[src/rtl/core/rlel_pkg.sv]
`timescale 1ns / 1ps

package rlel_pkg;

    // Literal group capacity and the widths that follow from it
    localparam int MAX_LITERAL = 32;
    localparam int LIT_IDX_W   = $clog2(MAX_LITERAL);
    localparam int LIT_LEN_W   = $clog2(MAX_LITERAL + 1);

    typedef logic [LIT_IDX_W-1:0] lit_idx_t;
    typedef logic [LIT_LEN_W-1:0] lit_len_t;

    typedef enum logic [1:0] {
        KIND_RUN  = 2'd0,
        KIND_HDR  = 2'd1,
        KIND_DATA = 2'd2
    } token_kind_t;

    typedef struct packed {
        token_kind_t kind;
        logic [7:0]  count;
        logic [7:0]  value;
    } token_t;

    // Access to the literal store: one write and one read port
    typedef struct packed {
        logic       wr_en;
        lit_idx_t   wr_addr;
        logic [7:0] wr_data;
        logic       rd_en;
        lit_idx_t   rd_addr;
    } lit_cmd_t;

    typedef enum logic [6:0] {
        ST_IDLE      = 7'b0000001,
        ST_MAIN      = 7'b0000010,
        ST_EOB       = 7'b0000100,
        ST_PUSH      = 7'b0001000,
        ST_FLUSH_HDR = 7'b0010000,
        ST_FLUSH_DAT = 7'b0100000,
        ST_FINISH    = 7'b1000000
    } state_t;

endpackage

[src/rtl/core/rlel_lit_buf.sv]
`timescale 1ns / 1ps

// Literal byte store: synchronous write, registered read, plus a copy of entry 0
module rlel_lit_buf
    import rlel_pkg::*;
(
    input  logic       clk,
    input  lit_cmd_t   cmd,
    output logic [7:0] rd_data,
    output logic [7:0] first_byte
);

    logic [7:0] mem [MAX_LITERAL];
    logic [7:0] rd_data_reg;
    logic [7:0] first_reg;

    always_ff @(posedge clk)
    begin
        if (cmd.wr_en)
        begin
            mem[cmd.wr_addr] <= cmd.wr_data;
        end
    end

    // Hold read data until the next read is issued
    always_ff @(posedge clk)
    begin
        if (cmd.rd_en)
        begin
            rd_data_reg <= mem[cmd.rd_addr];
        end
    end

    // Keep entry 0 at hand for a group of one byte
    always_ff @(posedge clk)
    begin
        if (cmd.wr_en && (cmd.wr_addr == '0))
        begin
            first_reg <= cmd.wr_data;
        end
    end

    assign rd_data    = rd_data_reg;
    assign first_byte = first_reg;

endmodule

[src/rtl/core/rle_encoder_with_literals.sv]
`timescale 1ns / 1ps

// Run-length encoder with literal groups.
// Input stream: one raw byte per word on s_axis_tdata, s_axis_tlast marks the last
// byte of a block and flushes everything pending. Output stream: one token per word,
// m_axis_tuser = kind (run, literal header, literal data), m_axis_tdata = count and
// byte, m_axis_tlast = last token caused by the input word just taken.
// Register max_run (written through max_run_wr_en / max_run_wr_data) sets the split
// length of long runs; values below 2 act as 2. Reset value 255. The user must see
// that max_run is written only while idle; the block itself does not enforce this.
// One input word is processed at a time by a small sequencer: accept, run check,
// optional end-of-block close, optional literal push, optional group flush, finish.
// A byte stored as a literal takes an extra push step. A group holds up to 32 bytes;
// each flush pass sends a group of 2 or more as a header and its bytes, read one per
// cycle from the literal store (registered read) while the receiver does not stall;
// a group of one leaves as a run of one. The end of a block always makes one pass.
// Tokens pass through a hold stage (so the last token of a word can be marked) and
// an output register; a stalled receiver freezes the sequencer at the next token,
// the input side keeps tready low until the word is fully done.
// Reset clears the run state, the literal count and the output valid; the literal
// store itself is not cleared, only entries written since the last flush are read.
module rle_encoder_with_literals
    import rlel_pkg::*;
(
    input  logic        clk,
    input  logic        rst_n,
    // Configuration
    input  logic        max_run_wr_en,
    input  logic [7:0]  max_run_wr_data,
    // Input stream
    input  logic        s_axis_tvalid,
    output logic        s_axis_tready,
    input  logic [7:0]  s_axis_tdata,   // [7:0] data_byte
    input  logic        s_axis_tlast,   // end_of_block
    // Output stream
    output logic        m_axis_tvalid,
    input  logic        m_axis_tready,
    output logic [15:0] m_axis_tdata,   // [7:0] token_count, [15:8] token_byte
    output logic [1:0]  m_axis_tuser,   // [1:0] token_kind
    output logic        m_axis_tlast    // last_of_burst
);

    state_t     state_reg, state_next;
    logic       eob_phase_reg, eob_phase_next;
    logic [7:0] in_byte_reg, in_byte_next;
    logic       in_eob_reg, in_eob_next;
    logic [7:0] max_run_reg;

    // Run state
    logic [7:0] prev_reg, prev_next;
    logic       have_reg, have_next;
    logic [7:0] run_len_reg, run_len_next;

    // Literal state
    lit_len_t   lit_len_reg, lit_len_next;
    lit_idx_t   idx_reg, idx_next;
    logic [7:0] push_byte_reg, push_byte_next;
    lit_cmd_t   lit_cmd;
    logic [7:0] lit_rd_data;
    logic [7:0] lit_first;

    // Token hold stage and output register
    logic       hold_valid_reg, hold_valid_next;
    token_t     hold_reg, hold_next;
    logic       out_valid_reg, out_valid_next;
    token_t     out_reg, out_next;
    logic       out_last_reg, out_last_next;

    logic       slot_free;
    logic       emit_ok;
    logic       emit_req;
    token_t     emit_tok;
    logic [7:0] run_limit;
    logic       pending;
    logic       is_match;
    state_t     flush_done;

    rlel_lit_buf u_lit_buf (
        .clk        (clk),
        .cmd        (lit_cmd),
        .rd_data    (lit_rd_data),
        .first_byte (lit_first)
    );

    assign run_limit  = (max_run_reg < 8'd2) ? 8'd2 : max_run_reg;
    assign pending    = have_reg && (run_len_reg != 8'd0);
    assign is_match   = pending && (in_byte_reg == prev_reg);
    assign slot_free  = !out_valid_reg || m_axis_tready;
    assign emit_ok    = !hold_valid_reg || slot_free;
    assign flush_done = eob_phase_reg ? ST_FINISH : ST_EOB;

    assign s_axis_tready = (state_reg == ST_IDLE);

    always_comb
    begin
        state_next      = state_reg;
        eob_phase_next  = eob_phase_reg;
        in_byte_next    = in_byte_reg;
        in_eob_next     = in_eob_reg;
        prev_next       = prev_reg;
        have_next       = have_reg;
        run_len_next    = run_len_reg;
        lit_len_next    = lit_len_reg;
        idx_next        = idx_reg;
        push_byte_next  = push_byte_reg;
        emit_req        = 1'b0;
        emit_tok        = '{kind: KIND_RUN, count: 8'd0, value: 8'd0};
        lit_cmd         = '0;

        unique case (state_reg)
            ST_IDLE:
            begin
                if (s_axis_tvalid)
                begin
                    in_byte_next   = s_axis_tdata;
                    in_eob_next    = s_axis_tlast;
                    eob_phase_next = 1'b0;
                    state_next     = ST_MAIN;
                end
            end

            ST_MAIN:
            begin
                if (is_match)
                begin
                    if (run_len_reg >= run_limit)
                    begin
                        // Split a run that reached the limit
                        emit_req = 1'b1;
                        emit_tok = '{kind: KIND_RUN, count: run_len_reg, value: in_byte_reg};
                        if (emit_ok)
                        begin
                            run_len_next = 8'd1;
                            state_next   = ST_EOB;
                        end
                    end
                    else
                    begin
                        run_len_next = run_len_reg + 8'd1;
                        // A run starts: close the literal group ahead of it
                        state_next   = (run_len_reg == 8'd1) ? ST_FLUSH_HDR : ST_EOB;
                    end
                end
                else if (pending && (run_len_reg >= 8'd2))
                begin
                    emit_req = 1'b1;
                    emit_tok = '{kind: KIND_RUN, count: run_len_reg, value: prev_reg};
                    if (emit_ok)
                    begin
                        prev_next    = in_byte_reg;
                        run_len_next = 8'd1;
                        have_next    = 1'b1;
                        state_next   = ST_EOB;
                    end
                end
                else if (pending)
                begin
                    push_byte_next = prev_reg;
                    prev_next      = in_byte_reg;
                    run_len_next   = 8'd1;
                    have_next      = 1'b1;
                    state_next     = ST_PUSH;
                end
                else
                begin
                    prev_next    = in_byte_reg;
                    run_len_next = 8'd1;
                    have_next    = 1'b1;
                    state_next   = ST_EOB;
                end
            end

            ST_EOB:
            begin
                if (!in_eob_reg)
                begin
                    state_next = ST_FINISH;
                end
                else if (pending && (run_len_reg >= 8'd2))
                begin
                    emit_req = 1'b1;
                    emit_tok = '{kind: KIND_RUN, count: run_len_reg, value: prev_reg};
                    if (emit_ok)
                    begin
                        eob_phase_next = 1'b1;
                        prev_next      = 8'd0;
                        have_next      = 1'b0;
                        run_len_next   = 8'd0;
                        state_next     = ST_FLUSH_HDR;
                    end
                end
                else
                begin
                    eob_phase_next = 1'b1;
                    push_byte_next = prev_reg;
                    prev_next      = 8'd0;
                    have_next      = 1'b0;
                    run_len_next   = 8'd0;
                    state_next     = pending ? ST_PUSH : ST_FLUSH_HDR;
                end
            end

            ST_PUSH:
            begin
                lit_cmd.wr_en   = 1'b1;
                lit_cmd.wr_addr = lit_len_reg[LIT_IDX_W-1:0];
                lit_cmd.wr_data = push_byte_reg;
                lit_len_next    = lit_len_reg + 1'b1;
                // Flush when the store fills up or the block ends
                if ((lit_len_reg == LIT_LEN_W'(MAX_LITERAL - 1)) || eob_phase_reg)
                begin
                    state_next = ST_FLUSH_HDR;
                end
                else
                begin
                    state_next = ST_EOB;
                end
            end

            ST_FLUSH_HDR:
            begin
                if (lit_len_reg == '0)
                begin
                    state_next = flush_done;
                end
                else if (lit_len_reg == LIT_LEN_W'(1))
                begin
                    // A lone single leaves as a run of one
                    emit_req = 1'b1;
                    emit_tok = '{kind: KIND_RUN, count: 8'd1, value: lit_first};
                    if (emit_ok)
                    begin
                        lit_len_next = '0;
                        state_next   = flush_done;
                    end
                end
                else
                begin
                    emit_req = 1'b1;
                    emit_tok = '{kind: KIND_HDR, count: 8'(lit_len_reg), value: 8'd0};
                    if (emit_ok)
                    begin
                        lit_cmd.rd_en   = 1'b1;
                        lit_cmd.rd_addr = '0;
                        idx_next        = '0;
                        state_next      = ST_FLUSH_DAT;
                    end
                end
            end

            ST_FLUSH_DAT:
            begin
                emit_req = 1'b1;
                emit_tok = '{kind: KIND_DATA, count: 8'd0, value: lit_rd_data};
                if (emit_ok)
                begin
                    if ((LIT_LEN_W'(idx_reg) + 1'b1) < lit_len_reg)
                    begin
                        // Fetch the next literal while this one leaves
                        lit_cmd.rd_en   = 1'b1;
                        lit_cmd.rd_addr = idx_reg + 1'b1;
                        idx_next        = idx_reg + 1'b1;
                    end
                    else
                    begin
                        lit_len_next = '0;
                        state_next   = flush_done;
                    end
                end
            end

            ST_FINISH:
            begin
                if (!hold_valid_reg || slot_free)
                begin
                    state_next = ST_IDLE;
                end
            end

            default:
            begin
                state_next = ST_IDLE;
            end
        endcase
    end

    // Token path: a new token pushes the held one out unmarked; finish marks the last
    always_comb
    begin
        hold_valid_next = hold_valid_reg;
        hold_next       = hold_reg;
        out_next        = out_reg;
        out_last_next   = out_last_reg;
        out_valid_next  = out_valid_reg && !m_axis_tready;

        if (emit_req && emit_ok)
        begin
            hold_next       = emit_tok;
            hold_valid_next = 1'b1;
            if (hold_valid_reg)
            begin
                out_next       = hold_reg;
                out_last_next  = 1'b0;
                out_valid_next = 1'b1;
            end
        end
        else if ((state_reg == ST_FINISH) && hold_valid_reg && slot_free)
        begin
            out_next        = hold_reg;
            out_last_next   = 1'b1;
            out_valid_next  = 1'b1;
            hold_valid_next = 1'b0;
        end
    end

    always_ff @(posedge clk or negedge rst_n)
    begin
        if (!rst_n)
        begin
            state_reg      <= ST_IDLE;
            eob_phase_reg  <= 1'b0;
            max_run_reg    <= 8'd255;
            prev_reg       <= 8'd0;
            have_reg       <= 1'b0;
            run_len_reg    <= 8'd0;
            lit_len_reg    <= '0;
            hold_valid_reg <= 1'b0;
            out_valid_reg  <= 1'b0;
        end
        else
        begin
            state_reg      <= state_next;
            eob_phase_reg  <= eob_phase_next;
            prev_reg       <= prev_next;
            have_reg       <= have_next;
            run_len_reg    <= run_len_next;
            lit_len_reg    <= lit_len_next;
            hold_valid_reg <= hold_valid_next;
            out_valid_reg  <= out_valid_next;
            if (max_run_wr_en)
            begin
                max_run_reg <= max_run_wr_data;
            end
        end
    end

    always_ff @(posedge clk)
    begin
        in_byte_reg   <= in_byte_next;
        in_eob_reg    <= in_eob_next;
        idx_reg       <= idx_next;
        push_byte_reg <= push_byte_next;
        hold_reg      <= hold_next;
        out_reg       <= out_next;
        out_last_reg  <= out_last_next;
    end

    assign m_axis_tvalid = out_valid_reg;
    assign m_axis_tdata  = {out_reg.value, out_reg.count};
    assign m_axis_tuser  = out_reg.kind;
    assign m_axis_tlast  = out_last_reg;

endmodule
[config.mk]
export PLATFORM = sky130hd
export DESIGN_NAME = rle_encoder_with_literals
export DESIGN_NICKNAME = d
export VERILOG_FILES = /design/src/rtl/core/rlel_pkg.sv /design/src/rtl/core/rlel_lit_buf.sv /design/src/rtl/core/rle_encoder_with_literals.sv
export SDC_FILE = /design/constraint.sdc
export NUM_CORES = 1
export LEC_CHECK = 0
export ABC_AREA = 1
export BUFFER_PORTS_ARGS = -buffer_cell sky130_fd_sc_hd__buf_4
export CAP_MARGIN = 20
export CORE_MARGIN = 8
export CORE_UTILIZATION = 45
export CTS_CLUSTER_SIZE = 10
export DETAILED_ROUTE_END_ITERATION = 10
export SLEW_MARGIN = 40
export SYNTH_ARGS = -nofsm -noshare
export SYNTH_HDL_FRONTEND = slang
export SYNTH_SLANG_ARGS = --single-unit
[constraint.sdc]
create_clock -name clk -period 2.9 [get_ports clk]
set_input_delay 0.145 -clock clk [delete_from_list [all_inputs] [get_ports clk]]
set_output_delay 0.145 -clock clk [all_outputs]
set_load 0.005 [all_outputs]
* Word-level counts from Yosys, hierarchy flattened
Memories as Yosys holds them, arrays and structs flattened. A register that Yosys moved wholly into a read port is not among the register bits.
Cells that the tools add are included.
** Word-level totals
- Output and inout port bits :: 21
- RAM bits :: 256
- Memories :: 1
- Bits of input ports :: 22
- Word-level logic and storage cells :: 186
- Flip-flop bits (word level) :: 108
** Memory list
- u_lit_buf.mem :: depth 32, bits a word 8, read ports 1, clocked after Yosys merged registers in 1, wr ports 1, line rlel_lit_buf.sv:13 : logic [7:0] mem [MAX_LITERAL];
** Operators by class
- Reductions and logical operators :: 31
- Eq/ne operators :: 30
- Add/sub/neg operators :: 4
- Mux-type cells :: 95
- Order comparisons :: 4
** Operator list (number)
- $mux 8 :: 16
- $mux 7 :: 16
- $mux 18 :: 5
- $pmux 18 s4 :: 1
- $mux 6 :: 10
- $pmux 7 s7 :: 1
- $pmux 8 s2 :: 3
- $mux 5 :: 8
- $mux 17 :: 2
- $mux 16 :: 2
- $ne 2x2->1 const B :: 15
- $reduce_and 6->1 :: 4
- $mux 1 :: 23
- $pmux 6 s3 :: 1
- $mux 14 :: 1
- $pmux 6 s2 :: 1
- $pmux 5 s2 :: 1
- $ne 3x3->1 const B :: 3
- $add 8x1->8 const B :: 1
- $eq 8x1->1 const B :: 1
- $eq 8x8->1 :: 1
- $ge 8x2->1 const B :: 1
- $ge 8x8->1 :: 1
- $logic_and 1x1->1 :: 8
- other kinds (29) :: 38

* Depth between registers and ports, before layout
Gate-level depths: netlist of the first run.
- Depth after elaboration :: 9
- Mapped depth :: 20

* Cells and area by module
Synthesis of the first run repeated with hierarchy kept, for this count alone.
** Second synthesis, totals
- Cell total of the unflattened synthesis :: 1575
- Area total of the unflattened synthesis :: 16838.6 µm²
** By module, submodules not included
- rlel_lit_buf :: instances 1, area an instance 11106.9 µm², cells each 931, sequential area each 8167.8 µm²
- rle_encoder_with_literals :: instances 1, area an instance 5731.7 µm², cells each 644, sequential area each 2808.9 µm²

* Worst setup path after synthesis of the first run
OpenSTA, ideal clock, no wires.
- Kind :: flip-flop to flip-flop
- Start :: register idx_reg[0]
- End :: register u_lit_buf.rd_data_reg[0], in the netlist u_lit_buf.rd_data[0] (read register of u_lit_buf.mem), enable pin
- Setup time :: 0.384 ns
- Period minus slack after synthesis :: 2.920 ns
- Data arrival time :: 2.536 ns
- Cell stages (with the launch flop) :: 15
- Slack :: -0.020 ns
- Cells stage by stage :: edfxtp_1 ha_1 nand3_1 xor2_1 inv_1 ha_1 nand2_1 nor2_1 nand2_1 inv_1 nor2_2 o21ai_0 o21a_1 nand3_1 o21ai_0
** RTL lines
- from (decl) :: line rle_encoder_with_literals.sv:56 : lit_idx_t idx_reg, idx_next;
- from (signal assigned) :: line rle_encoder_with_literals.sv:351 : idx_reg <= idx_next;
- to (decl) :: line rlel_lit_buf.sv:14 : logic [7:0] rd_data_reg;

* Worst setup path after layout of the first run
- Start :: register idx_reg[0]
- End :: register u_lit_buf.rd_data_reg[7], in the netlist u_lit_buf.rd_data[7] (read register of u_lit_buf.mem) (data pin)
** On the way
- Word-level cells in the longest chain between the ends :: 5
- Elaborated cells on any way between the ends :: 6
- Those cells by class :: 2 x add/sub; 1 x order compare; 3 x mux
** Ends and longest elaborated chain
- $add 5x1->6 :: line rle_encoder_with_literals.sv:257 : if ((LIT_LEN_W'(idx_reg) + 1'b1) < lit_len_reg)
- $lt 6x6->1 :: line rle_encoder_with_literals.sv:257
- $mux 6 (*) :: line rle_encoder_with_literals.sv:257
- $mux 6 (*) :: line rle_encoder_with_literals.sv:255 : if (emit_ok)
- $pmux 6 s2 (*) :: line rle_encoder_with_literals.sv:110 : unique case (state_reg)
Every way passes the cells marked *; elsewhere a longest branch is shown, timed or not.
A chain may end at the register's enable or synchronous reset.

==> qor.yml, run 1 <==
cts:
  cts_tree: "built"
  insertion_delay_ps: 570
  cts_buffers: 45
  cts_root_buf: "clkbuf_16"
  clk_pin_slew_ps: 60
  cts_htree_levels: 2
  ctsLongestPathBuffers: 3
  clkSinkCount: 372
sta:
  report.final.slew_viol_count: 0
  skew_ps: 15.7
  slew_headroom_pct: 40.3
  fin_tns_setup_ps: -197
  tightest_slew_ps: 892
  finalSetupViolations: 8
  fmax_mhz: 340
  hold_violations: 0
  rsz0062_at_grt: "yes"
  fin_crit_sh_pct: 101
  finalWorstSetupSlack_ps: -38.1
  finalCriticalPeriod_ps: 2940
synthesis:
  seq_area_frac_synth_pct: 63.9
  avgSynthCellArea_sq_um: 10.6
  ys_types: 42
  syn_area_sq_um: 17200
  syn-num-nets: 1659
  syn-instance-count: 1616
  yosysWarnings: 0
  ys_ff_latch: 372
global_routing:
  grt_use_total_pct: 21.6
  overflow: 0
  top_usage_layer: "met2"
  grt_pass1_wl_microns: 73800
  antenna_found_initial: 1
  grt_pass1_vias: 12500
  grt.met2_usage_pct: 34.1
  grt_max_degree: 52
  met3_usage_pct: 4.26
  grt.met1_usage_pct: 29.8
critical_path:
  max_stage_delay_ps: 410
  crit_path_end_kind: "flip-flop"
  cp_slowest_cell: "edfxtp_1"
  crit_buf_inv: 6
  crit_family: "simple AND/OR/NAND/NOR gates"
  critical_path_class: "reg2reg"
  critical_path_required_ps: 3220
  startpoint_type: "flip-flop"
  cp_max_fo: 10
  arrival_ps: 3260
  worstPathCellList: "ha_2 -> nand3_2 -> xor2_2 -> inv_2 -> ha_4 -> nand2_4 -> nor2_1 -> nand2_1 -> buf_4 -> nand4_4 -> buf_6 -> nor2_8 -> buf_12 -> buf_12 -> buf_16 -> nand3_1 -> nand3_2 -> nand3_2 -> nand2_2 -> nand2_1 -> nand2_1"
drt:
  route.detailed.drc: 0
  dr.pass1.iters: 6
  drtIter0Drc: 1332
  drtAntennaViolNets: 0
  drt-vias-per-instance: 5.43
  via_count: 12800
  postRouteWirelength_microns: 49100
  wire_per_inst_microns: 20.8
floorplan:
  rows: 71
  start_util_pct: 45.6
  core_sq_um: 37700
  ios: 43
  die_area_sq_um: 44700
  die_y_microns: 211
  chipWidth_microns: 211
finish:
  regArea_sq_um: 11000
  drive_gt1_share_pct: 23.2
  multi_input_comb_area_sq_um: 5570
  largest_register_ffs: 256
  fill_cells: 3059
  nets: 1867
  synthToLayoutAreaGrowth_pct: 28.3
  stdcell_count: 2362
placed_design:
  hpwl_microns: 29400
  gp_congestion: 0.876
  dp_cells: 2210
  portBuffers: 42
pwr:
  power_density_nw_per_um2: 629
  swShare_pct: 27.3
  p_clk_share_pct: 37.2
  peakVddDrop_mv: 0.384
  p_switching_mw: 3.78
  p_seq_share_pct: 46.7
  power.internal_mw: 10.1
  leakagePower_nw: 9.15
  combPwrFrac_pct: 16.1
worst_hold_path:
  hold_class: "in2async"
run:
  cap_violations: 0
outcome:
  violations: "setup timing"
  status: "finished, violations left"
[cell usage after synthesis]
| master | n | area, sq um |
|---|---|---|
| nand3b_1 | 105 | 788 |
| clkbuf_1 | 8 | 30.0 |
| buf_6 | 6 | 67.6 |
| a32o_1 | 8 | 80.1 |
| buf_4 | 4 | 30.0 |
| buf_2 | 52 | 260 |
| a21oi_2 | 1 | 8.76 |
| a31o_2 | 1 | 8.76 |
| nand2_1 | 287 | 1080 |
| xor2_1 | 7 | 61.3 |
| dfstp_2 | 9 | 236 |
| a21oi_4 | 1 | 16.3 |
| xnor2_1 | 3 | 26.3 |
| a21oi_1 | 24 | 120 |
| edfxtp_1 | 331 | 9940 |
| nor2_2 | 8 | 50.1 |
| nor4_2 | 2 | 25.0 |
| nor3_2 | 1 | 10.0 |
| nor2_8 | 1 | 20.0 |
| inv_2 | 9 | 33.8 |
| nor3b_1 | 2 | 15.0 |
| nand3_1 | 286 | 1430 |
| dfrtp_1 | 32 | 801 |
| mux2_2 | 1 | 11.3 |
| nand3_2 | 4 | 40.0 |
| ha_1 | 21 | 263 |
| nand2_4 | 1 | 11.3 |
| o21a_1 | 3 | 22.5 |
| nor3_1 | 6 | 30.0 |
| inv_1 | 231 | 867 |
| nor4_4 | 2 | 42.5 |
| nor4_1 | 1 | 6.26 |
| o22ai_1 | 9 | 56.3 |
| nand4_2 | 1 | 12.5 |
| clkinv_1 | 2 | 7.51 |
| nand4_1 | 9 | 56.3 |
| nand2_2 | 3 | 18.8 |
| o21ai_0 | 44 | 220 |
| o21ai_1 | 4 | 20.0 |
| o21bai_1 | 2 | 15.0 |
| nor2_1 | 82 | 308 |
| nor2_4 | 2 | 22.5 |
[repair_timing]
action                                  in CTS  in global routing
gates cloned                                12                  6
resized for setup                           96                 71
hold buffers                                35                  0
endpoints found under the setup margin      21                 84
setup buffers                               17                  9
pin swaps                                   40                 24
hold endpoints to repair                    60                  0
[path summary, 6_finish.rpt]
kind,from,to,slack [ps],depth (start not counted)
setup / recovery,idx_reg[0],u_lit_buf.rd_data[7],-40,21
hold / removal,rst_n,prev_reg[0],100,2
setup reg to reg,idx_reg[0],u_lit_buf.rd_data[7],-40,21
hold reg to reg,hold_reg[9],m_axis_tdata[1],420,0
max in group asynchronous,rst_n,max_run_reg[7],2380,2
min in group clk,s_axis_tdata[6],in_byte_reg[6],300,2
[routing by layer]
layer  routed length [microns]  part of all wire [%]  vias up
met5                         0                     0        -
li1                          -                     -     5932
met2                     22900                    47      545
met3                      4040                   8.2       97
met4                      1250                   2.5        0
met1                     20900                    43     6256
[cell families after synthesis]
family	share of synthesized area (%)
compound gates	3.31
xor+xnor	0.510
simple gates	23.1
mux	0.0656
fa+ha+maj	1.53
flops	63.9
buf+inv	7.55
[cell type report]
class                      instances  area share (%)
clock buffer                      68            5.74
tap                              511            2.90
antenna                            1          0.0114
timing repair buffer             230            11.8
inverter                         242            4.16
clock inverter                     5           0.256
sequential                       372            49.8
multi-input combinational        933            25.3
[cells in the final DEF, fill, tap and decap left out, drive strengths merged, types with 4 or more instances in the layout]
| master | instances |
|---|---|
| a21oi | 26 |
| a32o | 8 |
| buf | 187 |
| bufbuf | 4 |
| clkbuf | 72 |
| clkinv | 5 |
| dfrtp | 32 |
| dfstp | 9 |
| dlygate4sd3 | 35 |
| edfxtp | 331 |
| ha | 21 |
| inv | 240 |
| nand2 | 291 |
| nand3 | 290 |
| nand3b | 105 |
| nand4 | 10 |
| nor2 | 94 |
| nor3 | 7 |
| nor4 | 5 |
| o21ai | 48 |
| o22ai | 9 |
| xor2 | 7 |
[through the flow]
step | util, % | setup slack (ps) | cell area [sq um] | hold slack (ps) | power, mW
floorplan | - | 5.78 | 17200 | -151 | 7.77
global placement | 50.0 | -242 | 18800 | 181 | 8.49
detailed placement | 50.0 | -248 | 18800 | 178 | 8.54
CTS | 57.2 | -13.9 | 21500 | 129 | 13.8
global route | 58.5 | -165 | 22000 | 141 | 14.4
finish | 58.5 | -38.1 | 22000 | 99.3 | 13.9
[worst register-to-register path: stages (launching register included)]
cell and delay (ps):
edfxtp_1 410, ha_2 240, nand3_2 90, xor2_2 170, inv_2 60, ha_4 270
nand2_4 40, nor2_1 80, nand2_1 80, buf_4 150, nand4_4 70, buf_6 130
nor2_8 50, buf_12 140, buf_12 120, buf_16 140, nand3_1 90, nand3_2 80
nand3_2 100, nand2_2 70, nand2_1 60, nand2_1 50
[power by group through the flow]
stage	combinational [mW]	sequential [mW]	clock, mW
after floorplan	1.25	6.52	0
after global placement	1.93	6.56	0
after detailed placement	1.98	6.57	0
after CTS	2.06	6.46	5.23
after global routing	2.46	6.51	5.45
final	2.23	6.47	5.15
No activity file was read; power rests on OpenSTA's default activity.
==> inputs of run 2 (changes only) <==
--- a/config.mk
+++ b/config.mk
@@ -15,4 +15,5 @@
 export SLEW_MARGIN = 40
 export SYNTH_ARGS = -nofsm -noshare
 export SYNTH_HDL_FRONTEND = slang
+export SYNTH_HIERARCHICAL = 1
 export SYNTH_SLANG_ARGS = --single-unit
==> run 2 against run 1 <==
Cell area fell by 5.2%. Clock skew fell by 2.5 ps. Die area fell by 1.8%. Maximum frequency fell by 11%. Total power fell by 8.5%. Via count fell by 4.9%. Synthesized area fell by 1.9%. The run still ends with setup timing left. Highest routed layer unchanged. Largest cell class unchanged.
==> qor.yml, run 2 <==
outcome:
  status: "finished, violations left"
  violations: "setup timing"
sta:
  finalSetupViolations: 8  # unchanged
  report.final.slew_viol_count: 0  # unchanged
  tightest_slew_ps: 710  # -181 ps
  finalCriticalPeriod_ps: 3290  # +352 ps
  rsz0062_at_grt: "yes"
  finalWorstSetupSlack_ps: -390  # -352 ps
  skew_ps: 13.2  # -2.46 ps
  hold_violations: 0  # unchanged
  fin_crit_sh_pct: 113  # +12 points
  fin_tns_setup_ps: -2700  # -2500 ps
  fmax_mhz: 304  # -11%
  slew_headroom_pct: 52.5  # +12 points
finish:
  nets: 1802  # -3.5%
  synthToLayoutAreaGrowth_pct: 23.9
  final_common_cell: "nand2_1"
  drive_gt1_share_pct: 24.1  # +0.90 points
  diodes: 0  # -1
  fill_cells: 3118  # +1.9%
  final_cell_mix: "nand2_1 (472), edfxtp_1 (331), nand3_1 (167), buf_4 (129), inv_1 (85)"
  post-route-cell-area_sq_um: 20900  # -5.2%
  largest_register_ffs: 256  # unchanged
  utilization_pct: 56.1  # -2.4 points
  stdcell_count: 2251  # -4.7%
worst_hold_path:
  worst_hold_path.endpoint: "state_reg[2]"
  worstHoldPathCells: 6
  hold_start: "s_axis_tvalid"
  hold_class: "in2reg"
placed_design:
  dp_cells: 2126  # -3.8%
  gp_congestion: 0.899  # +2.6%
  place_area_sq_um: 18200  # -3.3%
  place_ws_ps: -393  # -145 ps
  hpwl_microns: 27500  # -6.5%
  portBuffers: 42  # unchanged
critical_path:
  cp_max_fo: 8  # -2
  critical_path_class: "reg2reg"
  critical_path_required_ps: 3220  # about the same
  startpoint_type: "flip-flop"
  arrival_ps: 3610  # +350 ps
  r2r_slack_ps: -390  # -350 ps
  crit_path_end_kind: "flip-flop"
  r2r_cells: 24  # +14%
  r2r-start: "idx_reg[0]"
  timing.rr.end: "u_lit_buf/rd_data[2]"
synthesis:
  synth_most_common_cell: "nand2_1"
  synth_area_leaders: "edfxtp_1 (59%), nand2_1 (12%), nand3_1 (7.0%)"
  syn_area_sq_um: 16800  # -1.9%
  seq_area_frac_synth_pct: 65.2  # +1.2 points
  synth_top_area_share_pct: 59.0  # +1.1 points
  synth_common_cells: "nand2_1 (517), edfxtp_1 (331), nand3_1 (235), nor2_1 (89), inv_1 (88)"
  synth_top_area_cell: "edfxtp_1"
  ys.flop_type: "edfxtp_1"
  avgSynthCellArea_sq_um: 10.7  # +0.64%
  ys_types: 52  # +24%
  syn-num-nets: 1618  # -2.5%
  yosysWarnings: 6  # +6
  synth_edf_count: 331  # unchanged
  syn-instance-count: 1575  # -2.5%
  ys_ff_latch: 372  # unchanged
  synthArstFlopShare_pct: 11.0  # unchanged
cts:
  clk_pin_slew_ps: 60  # about the same
  clkSinkCount: 372  # unchanged
  cts_tree: "built"
  cts_buffers: 44  # -2.2%
  insertion_delay_ps: 570  # about the same
  cts_htree_levels: 2  # unchanged
  ctsLongestPathBuffers: 3  # unchanged
  cts_root_buf: "clkbuf_16"
pwr:
  power_density_nw_per_um2: 608  # -3.4%
  peakVddDrop_mv: 0.430  # +12%
  leakagePower_nw: 8.25  # -9.8%
global_routing:
  grt_pass1_vias: 12100  # -3.1%
  antenna_found_initial: 0  # -1
  grt_use_total_pct: 20.5  # -1.1 points
  grt_max_degree: 53  # +1.9%
  overflow: 0  # unchanged
  grt_pass1_wl_microns: 69900  # -5.3%
drt:
  route.detailed.drc: 0  # unchanged
  drt-vias-per-instance: 5.42  # -0.20%
  via_count: 12200  # -4.9%
  drtIter0Drc: 1087  # -18%
  dr.pass1.iters: 5  # -1
  postRouteWirelength_microns: 45400  # -7.5%
  wire_per_inst_microns: 20.2  # -3.0%
  drtAntennaViolNets: 0  # unchanged
floorplan:
  die_y_microns: 209  # -0.89%
  core_sq_um: 37200  # -1.2%
  rows: 71  # unchanged
  die_area_sq_um: 43900  # -1.8%
  ios: 43  # unchanged
  start_util_pct: 45.2  # -0.34 points
  chipWidth_microns: 209  # -0.89%
run:
  cap_violations: 0  # unchanged
[run 2: metrics by stage]
step	total power, mW	hold slack, ps
3_5_place_dp	7.92	186
5_1_grt	13.2	101
2_1_floorplan	7.40	-151
4_1_cts	12.8	124
6_report	12.7	108
3_3_place_gp	7.89	187
[run 2: metal layers]
| layer | track usage, % | wire length, microns | up-vias |
|---|---|---|---|
| li1 | - | - | 5743 |
| met1 | 25.9 | 18800 | 5906 |
| met2 | 34.4 | 22000 | 430 |
| met3 | 3.51 | 2770 | 124 |
| met4 | 8.89 | 1810 | 0 |
| met5 | 0 | 0 | - |
[run 2: timing repair]
item | 4_1_cts | 5_1_grt
pin swaps | 7 | 18
hold buffers | 34 | 0
hold endpoints to repair | 59 | 0
setup buffers | 10 | 5
endpoints found under the setup margin | 26 | 50
resized for setup | 77 | 92
cloned | 9 | 5
[run 2: power by group]
| part | switching [mW] | leakage (nW) | internal (mW) |
|---|---|---|---|
| Sequential | 0.225 | 3.76 | 6.09 |
| Clock | 2.02 | 0.580 | 2.75 |
| Combinational | 1.02 | 3.91 | 0.569 |
| Total | 3.27 | 8.25 | 9.41 |
[run 2: cell families after synthesis]
family	count (synthesis)	share of synthesized area (%)
multiplexers	1	0.0669
AO/OA/AOI/OAI	84	2.90
XOR/XNOR	8	0.416
flip-flops	372	65.2
adder cells (fa/ha/maj)	21	1.56
buffers and inverters	167	5.28
AND/OR/NAND/NOR	922	24.6
[run 2: worst max-delay path by stage]
stage | startpoint | endpoint | slack [ps] | depth (start not counted)
2_1_floorplan | idx_reg[0] | u_lit_buf/rd_data[4] | -50 | 23
5_1_grt | idx_reg[1] | u_lit_buf/rd_data[2] | -580 | 23
6_report | idx_reg[0] | u_lit_buf/rd_data[2] | -390 | 24
3_3_place_gp | idx_reg[1] | u_lit_buf/rd_data[7] | -360 | 23
4_1_cts | idx_reg[0] | u_lit_buf/rd_data[7] | -260 | 24
3_5_place_dp | idx_reg[1] | u_lit_buf/rd_data[2] | -390 | 23
[run 2: layout make-up]
type | instances | area [sq um] | area share (%)
Tap cell | 474 | 593 | 2.84
Clock inverter | 6 | 46.3 | 0.222
Multi-Input combinational cell | 1037 | 5600 | 26.8
Inverter | 103 | 419 | 2.01
Sequential cell | 372 | 11000 | 52.6
Clock buffer | 58 | 1150 | 5.53
Timing Repair Buffer | 201 | 2080 | 9.99
[run 2: worst max-delay path: stages (launching register included)]
cell,delay [ps]
edfxtp_1,410
ha_2,200
nand2_2,60
inv_2,40
nand2_2,50
xor2_1,170
inv_1,70
ha_2,170
nand2_1,80
inv_1,40
nor2_1,80
o21a_1,190
nand3_4,120
nor3_4,280
clkinv_4,140
buf_12,180
buf_16,150
nand2_1,60
nand3_1,70
nand3_1,100
nand2_1,60
nand2_1,50
nand2_1,90
nand2_1,110
nand2_1,70
==> inputs of run 3 (changes only) <==
--- a/config.mk
+++ b/config.mk
@@ -6,12 +6,12 @@
 export NUM_CORES = 1
 export LEC_CHECK = 0
 export ABC_AREA = 1
-export BUFFER_PORTS_ARGS = -buffer_cell sky130_fd_sc_hd__buf_4
 export CAP_MARGIN = 20
 export CORE_MARGIN = 8
 export CORE_UTILIZATION = 45
 export CTS_CLUSTER_SIZE = 10
 export DETAILED_ROUTE_END_ITERATION = 10
+export DONT_BUFFER_PORTS = 1
 export SLEW_MARGIN = 40
 export SYNTH_ARGS = -nofsm -noshare
 export SYNTH_HDL_FRONTEND = slang
==> run 3 against run 2 <==
The run still ends with setup timing left. Combinational power about the same. Clock power is 5.6% higher. Via count decreased by 0.93%. Critical path depth unchanged. Clock skew up 9.5 ps. Utilization decreased by 0.53 points. Critical endpoint is now u_lit_buf/rd_data[7].
==> qor.yml, run 3 (synthesis gave the netlist of run 2 again) <==
critical_path:
  cp_max_fo: 7  # -1
  r2r_cells: 24  # unchanged
  startpoint_type: "flip-flop"
  crit_path_end_kind: "flip-flop"
  timing.rr.end: "u_lit_buf/rd_data[7]"
  arrival_ps: 3550  # -60 ps
  setup.worst_path.start: "idx_reg[0]"
  worstPathCellList: "ha_2 -> nand2_1 -> inv_1 -> nand2_1 -> xor2_1 -> inv_1 -> ha_2 -> nand2_1 -> nor2_1 -> o21ai_2 -> nand3_2 -> nor3_4 -> buf_4 -> buf_12 -> buf_16 -> buf_12 -> nand2_1 -> nand3_2 -> nand3_2 -> nand2_1 -> nand2_1 -> nand2_1 -> nand2_2 -> nand2_1"
  critical_path_required_ps: 3220  # about the same
  r2r-start: "idx_reg[0]"
  max_stage_delay_ps: 390  # -20 ps
  cp_common_cell: "nand2_1"
  cp_slowest_cell: "edfxtp_1"
  crit_path_end: "u_lit_buf/rd_data[7]"
  critical_path_class: "reg2reg"
  r2r_slack_ps: -330  # +60 ps
sta:
  fmax_mhz: 310  # +1.9%
  rsz0062_at_grt: "yes"
  hold_violations: 0  # unchanged
  fin_hold_ws_ps: 75.6  # -32.4 ps
  report.final.slew_viol_count: 0  # unchanged
  tightest_slew_ps: 703  # -6.99 ps
  fin_crit_sh_pct: 111  # -2.1 points
  skew_ps: 22.8  # +9.55 ps
  finalSetupViolations: 31  # +23
  finalCriticalPeriod_ps: 3230  # -61.5 ps
  slew_headroom_pct: 52.9  # +0.47 points
  fin_tns_setup_ps: -5020  # -2320 ps
  finalWorstSetupSlack_ps: -328  # +61.5 ps
finish:
  final_common_cell: "nand2_1"
  diodes: 0  # unchanged
  largest_register_ffs: 256  # unchanged
  utilization_pct: 55.5  # -0.53 points
  nets: 1760  # -2.3%
  drive_gt1_share_pct: 21.4  # -2.7 points
  synthToLayoutAreaGrowth_pct: 22.8
  final_cell_mix: "nand2_1 (493), edfxtp_1 (331), nand3_1 (187), buf_4 (88), inv_1 (86)"
drt:
  wire_per_inst_microns: 20.6  # +2.1%
  route.detailed.drc: 0  # unchanged
  route.layer.met1.wl_microns: 18500  # -1.6%
  route.met3.wl_microns: 3260  # +18%
  postRouteWirelength_microns: 45500  # +0.11%
  met2_length_microns: 22000  # about the same
  via_count: 12100  # -0.93%
  drtIter0Drc: 1063  # -2.2%
  dr.pass1.iters: 6  # +1
  drt-vias-per-instance: 5.48  # +1.0%
  drtAntennaViolNets: 0  # unchanged
  highest_layer: "met4"
pwr:
  power.internal_mw: 9.62  # +2.1%
  power_density_nw_per_um2: 626  # +3.0%
  p_switching_mw: 3.32  # +1.6%
  combPwrFrac_pct: 12.2  # -0.4 points
  p_seq_share_pct: 48.7  # -1.1 points
  leakagePower_nw: 8.15  # -1.1%
  power_mw: 12.9  # +2.0%
  swShare_pct: 25.7  # -0.11 points
  p_clk_share_pct: 39.0  # +1.3 points
  peakVddDrop_mv: 0.579  # +35%
placed_design:
  gp_congestion: 0.916  # +1.9%
  place_ws_ps: -475  # -82.3 ps
  hpwl_microns: 26700  # -3.0%
  portBuffers: 0  # -100%
cts:
  ctsLongestPathBuffers: 3  # unchanged
  cts_tree: "built"
  cts_root_buf: "clkbuf_16"
  clk_pin_slew_ps: 60  # about the same
  insertion_delay_ps: 580  # about the same
  cts_buffers: 44  # unchanged
  clkSinkCount: 372  # unchanged
  cts_htree_levels: 2  # unchanged
global_routing:
  grt_pass1_wl_microns: 69100  # -1.2%
  grt_pass1_vias: 12000  # -1.1%
  overflow: 0  # unchanged
  antenna_found_initial: 0  # unchanged
  grt_use_total_pct: 20.4  # -0.13 points
  grt_max_degree: 42  # -21%
run:
  cap_violations: 0  # unchanged
floorplan:
  rows: 71  # unchanged
  die_area_sq_um: 43900  # unchanged
  chipWidth_microns: 209  # unchanged
  start_util_pct: 45.2  # unchanged
  die_y_microns: 209  # unchanged
  core_sq_um: 37200  # unchanged
  ios: 43  # unchanged
outcome:
  status: "finished, violations left"
  violations: "setup timing"
worst_hold_path:
  hold_class: "in2reg"
## run 3: cell count changes in the layout (fill, tap and decap cells not counted), sizes merged
cell / delta
inv: -1
bufbuf: +2
bufinv: +1
dlygate4sd3: -13
buf: -33
clkinv: -1
clkbuf: +3
clkinvlp: -1
## run 3: critical path, delay by kind of cell, from the launching register on
kind,cells,cell delay [ps]
AO/OA/AOI/OAI,1,90
XOR/XNOR,1,190
flip-flops,1,390
AND/OR/NAND/NOR,14,1130
adder cells (fa/ha/maj),2,510
buffers and inverters,6,690
## run 3: area by class of cell
cell class	count	area, sq um
clock buffer	59	1210
clock inverter	4	80.1
fill	3121	16500
inverter	103	415
multi-input combinational	1037	5470
sequential	372	11000
tap	474	593
timing repair buffer	159	1920
## run 3: repair_timing
action,in CTS,in global routing
cloned,13,6
pin swaps,32,19
resized for setup,91,61
endpoints found under the setup margin,34,96
buffers inserted,15,9
hold endpoints to repair,64,0
hold buffers,22,0
## run 3: power by group through the flow
| stage | Combinational (mW) | Sequential, mW | Clock, mW |
|---|---|---|---|
| floorplan | 1.04 | 6.35 | 0 |
| global placement | 1.42 | 6.40 | 0 |
| detailed placement | 1.45 | 6.40 | 0 |
| CTS | 1.54 | 6.30 | 5.15 |
| global route | 1.77 | 6.33 | 5.35 |
| finish | 1.58 | 6.31 | 5.05 |
## run 3: stage by stage
stage,cells,cell area [sq um]
2_1_floorplan,1575,16900
3_3_place_gp,2082,17900
3_5_place_dp,2082,17900
4_1_cts,2195,20200
5_1_grt,2208,20700
6_report,2208,20700
## run 3: worst min path at each step
stage / startpoint / to / slack [ps] / cells after the start
after floorplan: rst_n / eob_phase_reg / -150 / 0
after global placement: rst_n / run_len_reg[1] / -150 / 0
after detailed placement: rst_n / run_len_reg[1] / -150 / 0
after CTS: s_axis_tvalid / in_byte_reg[7] / 80 / 2
after global routing: rst_n / run_len_reg[1] / 120 / 2
final: s_axis_tvalid / eob_phase_reg / 80 / 3
## run 3: per-layer routing
metal  GRT usage [%]  vias up
met4            8.04        0
li1                -     5654
met1            25.6     5840
met3            4.55      128
met5               0        -
met2            33.9      468
